[config.mk]
export PLATFORM = sky130hd
export DESIGN_NAME = im2col_address_generator_core
export DESIGN_NICKNAME = d
export VERILOG_FILES = /design/src/design/i2cag_pkg.sv /design/src/design/i2cag_seq.sv /design/src/design/im2col_address_generator_core.sv
export VERILOG_INCLUDE_DIRS = /design/src /design/src/design
export SDC_FILE = /design/constraint.sdc
export NUM_CORES = 2
export LEC_CHECK = 0
export BUFFER_PORTS_ARGS = -buffer_cell sky130_fd_sc_hd__buf_4
export CAP_MARGIN = 20
export CORE_UTILIZATION = 65
export DETAILED_ROUTE_END_ITERATION = 8
export PLACE_DENSITY = 0.94
export SKIP_LAST_GASP = 1
export SLEW_MARGIN = 40
export SYNTH_ARGS = -nofsm -noshare
export SYNTH_HDL_FRONTEND = slang
export SYNTH_SLANG_ARGS = --single-unit
[constraint.sdc]
create_clock -name clk_i -period 6.95 [get_ports clk_i]
set_input_delay 0.695 -clock clk_i [delete_from_list [all_inputs] [get_ports clk_i]]
set_output_delay 0.695 -clock clk_i [all_outputs]
set_load 0.01 [all_outputs]
[src/design/im2col_address_generator_core_defines.svh]
// Assertion helpers for the im2col address generator.
`ifndef IM2COL_ADDRESS_GENERATOR_CORE_DEFINES_SVH
`define IM2COL_ADDRESS_GENERATOR_CORE_DEFINES_SVH

`ifndef SYNTHESIS
`define I2CAG_ASSERT(lbl, prop) \
  lbl: assert property (@(posedge clk_i) disable iff (!rst_ni) (prop)) \
    else $error("im2col address generator: assertion failed");
`define I2CAG_ASSERT_NEVER(lbl, cond) `I2CAG_ASSERT(lbl, !(cond))
`else
`define I2CAG_ASSERT(lbl, prop)
`define I2CAG_ASSERT_NEVER(lbl, cond)
`endif

`endif

[src/design/i2cag_pkg.sv]
`default_nettype none

package i2cag_pkg;

  // position counters for channel, output row and output column
  localparam int CountWidth = 12;
  // kernel tap counters
  localparam int TapWidth   = 8;
  localparam int TapLimW    = TapWidth + 1;
  // width of the count-type configuration registers
  localparam int CfgCountW  = 13;
  localparam int LimW       = CountWidth + 1;
  localparam int CmpW       = (CfgCountW > LimW) ? CfgCountW : LimW;
  localparam int AddrW      = 32;
  localparam int PaddrW     = 5;

  // products and source coordinates
  localparam int DstProdW   = CountWidth + TapWidth;
  localparam int TapProdW   = 2 * TapWidth;
  localparam int PosW       = ((DstProdW > TapProdW) ? DstProdW : TapProdW) + 2;
  localparam int ChProdW    = CountWidth + CfgCountW;
  localparam int RowTermW   = ((ChProdW > PosW) ? ChProdW : PosW) + 1;

  typedef enum logic [2:0] {
    RegChannels  = 3'd0,
    RegSrcHeight = 3'd1,
    RegSrcWidth  = 3'd2,
    RegDstHeight = 3'd3,
    RegDstWidth  = 3'd4,
    RegWindowY   = 3'd5,
    RegWindowX   = 3'd6,
    RegSrcBase   = 3'd7
  } reg_idx_e;

  typedef struct packed {
    logic [CfgCountW-1:0] channels;
    logic [CfgCountW-1:0] dst_height;
    logic [CfgCountW-1:0] dst_width;
    logic [TapWidth-1:0]  kernel_y;
    logic [TapWidth-1:0]  kernel_x;
  } seq_cfg_t;

  typedef struct packed {
    logic [CountWidth-1:0] ch;
    logic [TapWidth-1:0]   tap_row;
    logic [TapWidth-1:0]   tap_col;
    logic [CountWidth-1:0] out_row;
    logic [CountWidth-1:0] out_col;
    logic                  row_end;
    logic                  last;
  } pos_t;

  // zero acts as one, anything past 2^CountWidth saturates
  function automatic logic [LimW-1:0] lim_count(logic [CfgCountW-1:0] v);
    logic [CmpW-1:0] ext;
    logic [CmpW-1:0] top;
    ext = CmpW'(v);
    top = CmpW'(1) << CountWidth;
    if (v == '0) begin
      return LimW'(1);
    end else if (ext > top) begin
      return top[LimW-1:0];
    end else begin
      return ext[LimW-1:0];
    end
  endfunction

endpackage

`default_nettype wire

[src/design/i2cag_seq.sv]
`default_nettype none

module i2cag_seq (
  input  wire logic               clk_i,
  input  wire logic               rst_ni,
  input  wire logic               advance_i,
  input  wire logic               restart_i,
  input  wire i2cag_pkg::seq_cfg_t cfg_i,
  output i2cag_pkg::pos_t         pos_o
);

  logic [i2cag_pkg::CountWidth-1:0] ch_q, ch_d, out_row_q, out_row_d, out_col_q, out_col_d;
  logic [i2cag_pkg::TapWidth-1:0]   tap_row_q, tap_row_d, tap_col_q, tap_col_d;
  logic [i2cag_pkg::CountWidth-1:0] cur_ch, cur_out_row, cur_out_col;
  logic [i2cag_pkg::TapWidth-1:0]   cur_tap_row, cur_tap_col;
  logic [i2cag_pkg::LimW-1:0]       lim_c, lim_dy, lim_dx;
  logic [i2cag_pkg::TapWidth-1:0]   lim_ky, lim_kx;
  logic e_c, e_ky, e_kx, e_dy, e_dx;

  // restart replaces the stored position by the first element
  assign cur_ch      = restart_i ? '0 : ch_q;
  assign cur_tap_row = restart_i ? '0 : tap_row_q;
  assign cur_tap_col = restart_i ? '0 : tap_col_q;
  assign cur_out_row = restart_i ? '0 : out_row_q;
  assign cur_out_col = restart_i ? '0 : out_col_q;

  assign lim_c  = i2cag_pkg::lim_count(cfg_i.channels);
  assign lim_dy = i2cag_pkg::lim_count(cfg_i.dst_height);
  assign lim_dx = i2cag_pkg::lim_count(cfg_i.dst_width);
  assign lim_ky = (cfg_i.kernel_y == '0) ? i2cag_pkg::TapWidth'(1) : cfg_i.kernel_y;
  assign lim_kx = (cfg_i.kernel_x == '0) ? i2cag_pkg::TapWidth'(1) : cfg_i.kernel_x;

  // a counter at or past its last value counts as at the end
  assign e_c  = (i2cag_pkg::LimW'(cur_ch) + i2cag_pkg::LimW'(1)) >= lim_c;
  assign e_dy = (i2cag_pkg::LimW'(cur_out_row) + i2cag_pkg::LimW'(1)) >= lim_dy;
  assign e_dx = (i2cag_pkg::LimW'(cur_out_col) + i2cag_pkg::LimW'(1)) >= lim_dx;
  assign e_ky = (i2cag_pkg::TapLimW'(cur_tap_row) + i2cag_pkg::TapLimW'(1))
                >= i2cag_pkg::TapLimW'(lim_ky);
  assign e_kx = (i2cag_pkg::TapLimW'(cur_tap_col) + i2cag_pkg::TapLimW'(1))
                >= i2cag_pkg::TapLimW'(lim_kx);

  always_comb begin
    ch_d      = cur_ch;
    tap_row_d = cur_tap_row;
    tap_col_d = cur_tap_col;
    out_row_d = cur_out_row;
    out_col_d = cur_out_col;
    // output column fastest, channel slowest
    if (!e_dx) begin
      out_col_d = cur_out_col + 1'b1;
    end else begin
      out_col_d = '0;
      if (!e_dy) begin
        out_row_d = cur_out_row + 1'b1;
      end else begin
        out_row_d = '0;
        if (!e_kx) begin
          tap_col_d = cur_tap_col + 1'b1;
        end else begin
          tap_col_d = '0;
          if (!e_ky) begin
            tap_row_d = cur_tap_row + 1'b1;
          end else begin
            tap_row_d = '0;
            ch_d      = e_c ? '0 : cur_ch + 1'b1;
          end
        end
      end
    end
  end

  always_ff @(posedge clk_i or negedge rst_ni) begin
    if (!rst_ni) begin
      ch_q      <= '0;
      tap_row_q <= '0;
      tap_col_q <= '0;
      out_row_q <= '0;
      out_col_q <= '0;
    end else if (advance_i) begin
      ch_q      <= ch_d;
      tap_row_q <= tap_row_d;
      tap_col_q <= tap_col_d;
      out_row_q <= out_row_d;
      out_col_q <= out_col_d;
    end
  end

  assign pos_o.ch      = cur_ch;
  assign pos_o.tap_row = cur_tap_row;
  assign pos_o.tap_col = cur_tap_col;
  assign pos_o.out_row = cur_out_row;
  assign pos_o.out_col = cur_out_col;
  assign pos_o.row_end = e_dx;
  assign pos_o.last    = e_dx && e_dy && e_kx && e_ky && e_c;

endmodule

`default_nettype wire

[src/design/im2col_address_generator_core.sv]
// Channel  | Direction | Handshake               | Payload
// in       | to core   | in_valid_i / in_stall_o | restart_i
// out      | from core | out_valid_o / out_stall_i | source_address_o, is_padding_o,
//          |           |                         | row_end_o, last_o
// cfg      | to core   | psel/penable/pready     | paddr, pwdata, prdata
//
// One item per cycle while out_stall_i does not hold the output; items pass the stages in order.
// The five-stage path is: position counters, coordinate multiplies, source
// coordinates and bounds check, row-address multiply, final add into the
// output register. Reset clears the position counters and the stage valids and
// loads the register defaults. A stalled output stops only the stages behind
// it that are full; empty stages keep taking items.
`default_nettype none
`include "im2col_address_generator_core_defines.svh"

module im2col_address_generator_core (
  input  wire logic                         clk_i,
  input  wire logic                         rst_ni,
  input  wire logic                         in_valid_i,
  output logic                              in_stall_o,
  input  wire logic                         restart_i,
  output logic                              out_valid_o,
  input  wire logic                         out_stall_i,
  output logic [31:0]                       source_address_o,
  output logic                              is_padding_o,
  output logic                              row_end_o,
  output logic                              last_o,
  input  wire logic                         psel,
  input  wire logic                         penable,
  input  wire logic                         pwrite,
  input  wire logic [i2cag_pkg::PaddrW-1:0] paddr,
  input  wire logic [31:0]                  pwdata,
  output logic [31:0]                       prdata,
  output logic                              pready
);

  localparam int CW = i2cag_pkg::CfgCountW;

  logic [CW-1:0] channels_q, src_height_q, src_width_q, dst_height_q, dst_width_q;
  logic [31:0]   window_y_q, window_x_q, source_base_q;
  logic          cfg_wr;
  i2cag_pkg::reg_idx_e reg_idx;

  assign pready  = 1'b1;
  assign cfg_wr  = psel && penable && pwrite;
  assign reg_idx = i2cag_pkg::reg_idx_e'(paddr[4:2]);

  always_ff @(posedge clk_i or negedge rst_ni) begin
    if (!rst_ni) begin
      channels_q    <= CW'(1);
      src_height_q  <= CW'(1);
      src_width_q   <= CW'(1);
      dst_height_q  <= CW'(1);
      dst_width_q   <= CW'(1);
      window_y_q    <= 32'h0101_0100;
      window_x_q    <= 32'h0101_0100;
      source_base_q <= '0;
    end else if (cfg_wr) begin
      unique case (reg_idx)
        i2cag_pkg::RegChannels:  channels_q    <= pwdata[CW-1:0];
        i2cag_pkg::RegSrcHeight: src_height_q  <= pwdata[CW-1:0];
        i2cag_pkg::RegSrcWidth:  src_width_q   <= pwdata[CW-1:0];
        i2cag_pkg::RegDstHeight: dst_height_q  <= pwdata[CW-1:0];
        i2cag_pkg::RegDstWidth:  dst_width_q   <= pwdata[CW-1:0];
        i2cag_pkg::RegWindowY:   window_y_q    <= pwdata;
        i2cag_pkg::RegWindowX:   window_x_q    <= pwdata;
        i2cag_pkg::RegSrcBase:   source_base_q <= pwdata;
        default:                 source_base_q <= source_base_q;
      endcase
    end
  end

  always_comb begin
    unique case (reg_idx)
      i2cag_pkg::RegChannels:  prdata = 32'(channels_q);
      i2cag_pkg::RegSrcHeight: prdata = 32'(src_height_q);
      i2cag_pkg::RegSrcWidth:  prdata = 32'(src_width_q);
      i2cag_pkg::RegDstHeight: prdata = 32'(dst_height_q);
      i2cag_pkg::RegDstWidth:  prdata = 32'(dst_width_q);
      i2cag_pkg::RegWindowY:   prdata = window_y_q;
      i2cag_pkg::RegWindowX:   prdata = window_x_q;
      i2cag_pkg::RegSrcBase:   prdata = source_base_q;
      default:                 prdata = '0;
    endcase
  end

  // window fields
  logic [7:0] stride_y, dil_y, pad_y, stride_x, dil_x, pad_x;
  assign stride_y = window_y_q[23:16];
  assign dil_y    = window_y_q[15:8];
  assign pad_y    = window_y_q[7:0];
  assign stride_x = window_x_q[23:16];
  assign dil_x    = window_x_q[15:8];
  assign pad_x    = window_x_q[7:0];

  // stage handshake
  logic v1_q, v2_q, v3_q, v4_q, out_valid_q;
  logic rdy1, rdy2, rdy3, rdy4, rdy_o, accept;

  assign rdy_o  = !out_valid_q || !out_stall_i;
  assign rdy4   = !v4_q || rdy_o;
  assign rdy3   = !v3_q || rdy4;
  assign rdy2   = !v2_q || rdy3;
  assign rdy1   = !v1_q || rdy2;
  assign accept = in_valid_i && rdy1;
  assign in_stall_o  = !rdy1;
  assign out_valid_o = out_valid_q;

  always_ff @(posedge clk_i or negedge rst_ni) begin
    if (!rst_ni) begin
      v1_q        <= 1'b0;
      v2_q        <= 1'b0;
      v3_q        <= 1'b0;
      v4_q        <= 1'b0;
      out_valid_q <= 1'b0;
    end else begin
      if (rdy1)  v1_q        <= accept;
      if (rdy2)  v2_q        <= v1_q;
      if (rdy3)  v3_q        <= v2_q;
      if (rdy4)  v4_q        <= v3_q;
      if (rdy_o) out_valid_q <= v4_q;
    end
  end

  // stage 1: position of the element
  i2cag_pkg::seq_cfg_t seq_cfg;
  i2cag_pkg::pos_t     pos, s1_q;

  assign seq_cfg.channels   = channels_q;
  assign seq_cfg.dst_height = dst_height_q;
  assign seq_cfg.dst_width  = dst_width_q;
  assign seq_cfg.kernel_y   = window_y_q[31:24];
  assign seq_cfg.kernel_x   = window_x_q[31:24];

  i2cag_seq u_seq (
    .clk_i     (clk_i),
    .rst_ni    (rst_ni),
    .advance_i (accept),
    .restart_i (restart_i),
    .cfg_i     (seq_cfg),
    .pos_o     (pos)
  );

  // stage 2: coordinate products
  logic [i2cag_pkg::DstProdW-1:0] py_dst_q, px_dst_q;
  logic [i2cag_pkg::TapProdW-1:0] py_tap_q, px_tap_q;
  logic [i2cag_pkg::ChProdW-1:0]  ch_rows_q;
  logic                           s2_row_end_q, s2_last_q;

  // stage 3: source coordinates, bounds and partial address
  logic [i2cag_pkg::PosW-1:0]     sy, sx;
  logic                           pad;
  logic [i2cag_pkg::RowTermW-1:0] row_term_q;
  logic [31:0]                    base_sx_q;
  logic                           s3_pad_q, s3_row_end_q, s3_last_q;

  // stage 4: row address
  logic [31:0] row_addr_q, s4_base_sx_q;
  logic        s4_pad_q, s4_row_end_q, s4_last_q;

  // sign bit set means the tap lies before the image start
  assign sy = i2cag_pkg::PosW'(py_dst_q) + i2cag_pkg::PosW'(py_tap_q)
              - i2cag_pkg::PosW'(pad_y);
  assign sx = i2cag_pkg::PosW'(px_dst_q) + i2cag_pkg::PosW'(px_tap_q)
              - i2cag_pkg::PosW'(pad_x);
  assign pad = sy[i2cag_pkg::PosW-1] || sx[i2cag_pkg::PosW-1]
            || (sy[i2cag_pkg::PosW-2:0] >= (i2cag_pkg::PosW-1)'(src_height_q))
            || (sx[i2cag_pkg::PosW-2:0] >= (i2cag_pkg::PosW-1)'(src_width_q));

  always_ff @(posedge clk_i) begin
    if (rdy1) s1_q <= pos;
    if (rdy2) begin
      py_dst_q     <= i2cag_pkg::DstProdW'(s1_q.out_row) * i2cag_pkg::DstProdW'(stride_y);
      py_tap_q     <= i2cag_pkg::TapProdW'(s1_q.tap_row) * i2cag_pkg::TapProdW'(dil_y);
      px_dst_q     <= i2cag_pkg::DstProdW'(s1_q.out_col) * i2cag_pkg::DstProdW'(stride_x);
      px_tap_q     <= i2cag_pkg::TapProdW'(s1_q.tap_col) * i2cag_pkg::TapProdW'(dil_x);
      ch_rows_q    <= i2cag_pkg::ChProdW'(s1_q.ch) * i2cag_pkg::ChProdW'(src_height_q);
      s2_row_end_q <= s1_q.row_end;
      s2_last_q    <= s1_q.last;
    end
    if (rdy3) begin
      row_term_q   <= i2cag_pkg::RowTermW'(ch_rows_q) + i2cag_pkg::RowTermW'(sy);
      base_sx_q    <= source_base_q + 32'(sx);
      s3_pad_q     <= pad;
      s3_row_end_q <= s2_row_end_q;
      s3_last_q    <= s2_last_q;
    end
    if (rdy4) begin
      row_addr_q   <= 32'(row_term_q * (i2cag_pkg::RowTermW + CW)'(src_width_q));
      s4_base_sx_q <= base_sx_q;
      s4_pad_q     <= s3_pad_q;
      s4_row_end_q <= s3_row_end_q;
      s4_last_q    <= s3_last_q;
    end
    if (rdy_o) begin
      source_address_o <= s4_pad_q ? '0 : row_addr_q + s4_base_sx_q;
      is_padding_o     <= s4_pad_q;
      row_end_o        <= s4_row_end_q;
      last_o           <= s4_last_q;
    end
  end

  `I2CAG_ASSERT(a_last_ends_row, (out_valid_o && last_o) |-> row_end_o)
  `I2CAG_ASSERT(a_pad_zero_addr, (out_valid_o && is_padding_o) |-> (source_address_o == '0))
  // the counters sit above row_end and last
  `I2CAG_ASSERT(a_restart_first, (accept && restart_i) |=> ((s1_q >> 2) == '0))
  `I2CAG_ASSERT_NEVER(a_stall_no_room, in_stall_o && !v1_q)

endmodule

`default_nettype wire
==> impl_results.md <==
* Status: complete, but fails checks
* Failing checks: DRC
* Type of origin of the critical path: flop
* Synth top cells by count: 897 x inv_1, 629 x nand2_1, 566 x fa_1
* Synth warnings at 0
* CP Class: reg -> reg
* Die area at 0.0828 sq mm
* Worst min path class: in -> reg
* Compound-Gate Fraction of Synth Area at 8.37%
* CTS Buf Count at 57
* Post-CTS sizing at 0
* Drt first pass iters at 9
* # IOs at 115
* Total GRT Usage at 36.8%
* Final setup vio count at 0
* Area Overhead vs Synth at 7.58%
* Combinational family with the most area after synthesis: adder cells
* XOR/XNOR share of the synthesized area at just under 4%
* Most frequent cell after synthesis: inv_1
* Arrival @ worst endpoint at approximately 7.1 ns
* Initial core utilization at between 60% and 70%
* Htree depth at 2
* CTS Root Cell: clkbuf_16
* RD Place Congestion at 1.01
* Worst Min Path Start: pwdata[31]
* Mux contribution to synthesized area at 3.93%
* Final hold vios at 0
* Clock Tree Buf Depth at 3
* Post-synthesis register bit count at 534
* Residual DRC at 40
* F_max at 149 MHz
* Tcrit/Tclk final at 96.6%
* Main synth FF type: edfxtp_1
* Min Tclk post-route at between 6 and 7 ns
* Worst-path maximum fanout at 20
* DR vias at 41.3k
* WL per Instance at 22.8 um
* Setup crit end kind: flop
* Initial antenna violation count at 6
* Routed Antenna Nets at 0
* Worst-Skew Late Latency at 0.68 ns
* Mapped cell area at 0.0530 sq mm
* Vias in the first global route at 44.1k
* Required time of the critical path at 7.34 ns
* DIE WIDTH at around 290 um
* FF-to-FF Start: src_width_q[1]$_DFFE_PN0P_
* Sum Neg Setup Slack at 0 ns
* Initial drt markers at 4919
* Largest net degree at the start of global routing at 82
* Clk slew on worst S/H paths at 0.07 ns
* Core area at 0.0807 sq mm
* Number of synthesized flops with an enable pin at 316
* Max cap viols at 0
* Slew Viols, Final at 0
* CTS tree: built
* Global-route wire length before repair at around 230000 um
* Crit path from: src_width_q[1]$_DFFE_PN0P_
* Adder-Cell Fraction of Synth Area at 33.0%
* Top cell type's share of synthesized area at 21.4%
* Row count at 104
* Total congestion overflow at 0
* Sequential share of the synthesized area at 28.2%
* I/O Buffers at 111
* Post-synthesis cell type with the largest combined area: fa_1
* Worst-margin pin slew at 0.915 ns
* Syn_nets at 6508
* CTS Sinks at between 500 and 600
* Nets at 6549
* Via density per instance at 6.31
* Unique cell type count in the Yosys netlist at 84
* Largest cells by area after synthesis: fa_1 21%, edfxtp_1 18%, ha_1 12%
* Share of cells above drive strength 1 at 8.30%
* RSZ-0062 raised after global routing: false
* Headroom to the max-slew limit at 39.0%
* Final HPWL DP at around 110000 um
* Synth Instances at between 5k and 6k
* Final wirelength at 149000 um
* Clk_skew at 0.0326 ns
* Synth Area in Simple Gates at ~15%
* Post-Syn Area per Cell at 9.82 sq um
* Async S/R FF share, synth at 40.8%
* Die Y at 288 um
==> path summary, 6_finish.rpt <==
kind | endpoint | slack, ns | cells past startpoint
worst max-delay path | row_addr_q[30]$_DFFE_PP_ | 0.23 | 22
worst min-delay path | window_x_q[31]$_DFFE_PN0P_ | 0.26 | 3
worst max register to register | row_addr_q[30]$_DFFE_PP_ | 0.23 | 22
worst min register to register | s4_base_sx_q[24]$_DFFE_PP_ | 0.42 | 0
max in group asynchronous | channels_q[0]$_DFFE_PN1P_ | 5.36 | 4
min in group asynchronous | window_x_q[19]$_DFFE_PN0P_ | 0.49 | 2
==> what timing repair did <==
item                                   CTS  global route
buffers inserted                         0             0
endpoints found under the hold margin   33             0
hold buffers                             1             0
==> state kept, by name, indices dropped and copies added, names as in the netlist, 32 cells and up <==
signal,flops
source_address_o,32
source_base_q,32
s4_base_sx_q,32
base_sx_q,32
window_y_q,32
s1_q,54
window_x_q,32
row_addr_q,32
==> worst max-delay path, cell delays in order, from the launching register on <==
cell     delay (ns)
dfrtp_1        0.67
and2_1         0.31
fa_1           0.54
inv_1          0.05
fa_1           0.53
inv_1          0.08
fa_1           0.48
fa_1           0.57
inv_1          0.07
fa_1           0.48
inv_1          0.05
ha_1           0.34
a21o_1         0.20
a21oi_1        0.33
o21ai_0        0.17
a211o_1        0.32
nand2_1        0.08
o21ai_1        0.16
a21oi_1        0.30
nor2b_1        0.09
o21ai_0        0.28
a21oi_1        0.17
xor2_1         0.18
==> per-layer routing <==
layer,up-vias,track usage [%],routed length (um)
li1,17600,-,-
met1,20100,43.1,50800
met2,2791,59.1,68900
met3,841,9.68,17400
met4,8,26.0,12000
met5,-,0,53
==> layout by cell type, fill, tap and decap left out, types with 40 or more instances in the layout <==
cell       synthesis  final
inv_1            897    896
nor2_1           237    232
mux2_2           136    136
edfxtp_1         316    316
xnor2_1          155    154
o21ai_0          120    120
nor2b_1          103    103
o21a_1            42     42
a21o_1            80     80
nor3_1            52     50
and2_1           385    385
a21oi_1          182    182
nand2b_1          40     40
dfrtp_1          207    205
nand2_1          629    627
ha_1             495    495
xor2_1            79     79
nand3_1           59     58
fa_1             566    566
buf_4              1    156
clkbuf_16          0     60
==> kinds of logic after synthesis <==
logic type | count (synthesis)
AO/OA/AOI/OAI | 683
XOR/XNOR | 234
adder cells (fa/ha/maj) | 1061
buffers and inverters | 1083
flip-flops | 534
multiplexers | 181
other | 1
AND/OR/NAND/NOR | 1625
==> layout make-up <==
| class | instances | area (sq um) |
|---|---|---|
| multi-input cells | 3785 | 34100 |
| fillers | 5079 | 23600 |
| flip-flops and latches | 534 | 15000 |
| inverters | 901 | 3380 |
| clock buffers | 63 | 1540 |
| well taps | 1060 | 1330 |
| repair buffers | 164 | 1310 |
| clock inverters | 45 | 440 |
| diodes | 3 | 7.51 |
==> per-stage QoR <==
stage	setup WS, ns	utilization [%]	cell area (sq um)	hold WS [ns]	instances
after floorplan	1.12	-	53000	0.399	5402
after global placement	0.684	68.1	55000	0.401	6441
after detailed placement	0.343	68.3	55100	0.405	6443
after CTS	0.154	70.7	57100	0.256	6552
after global routing	0.0217	70.7	57100	0.254	6552
final	0.234	70.7	57100	0.259	6555
Power is left out: the tool's default activity adds up to more than one toggle a clock period on the data nets, which glitch-free logic cannot reach.
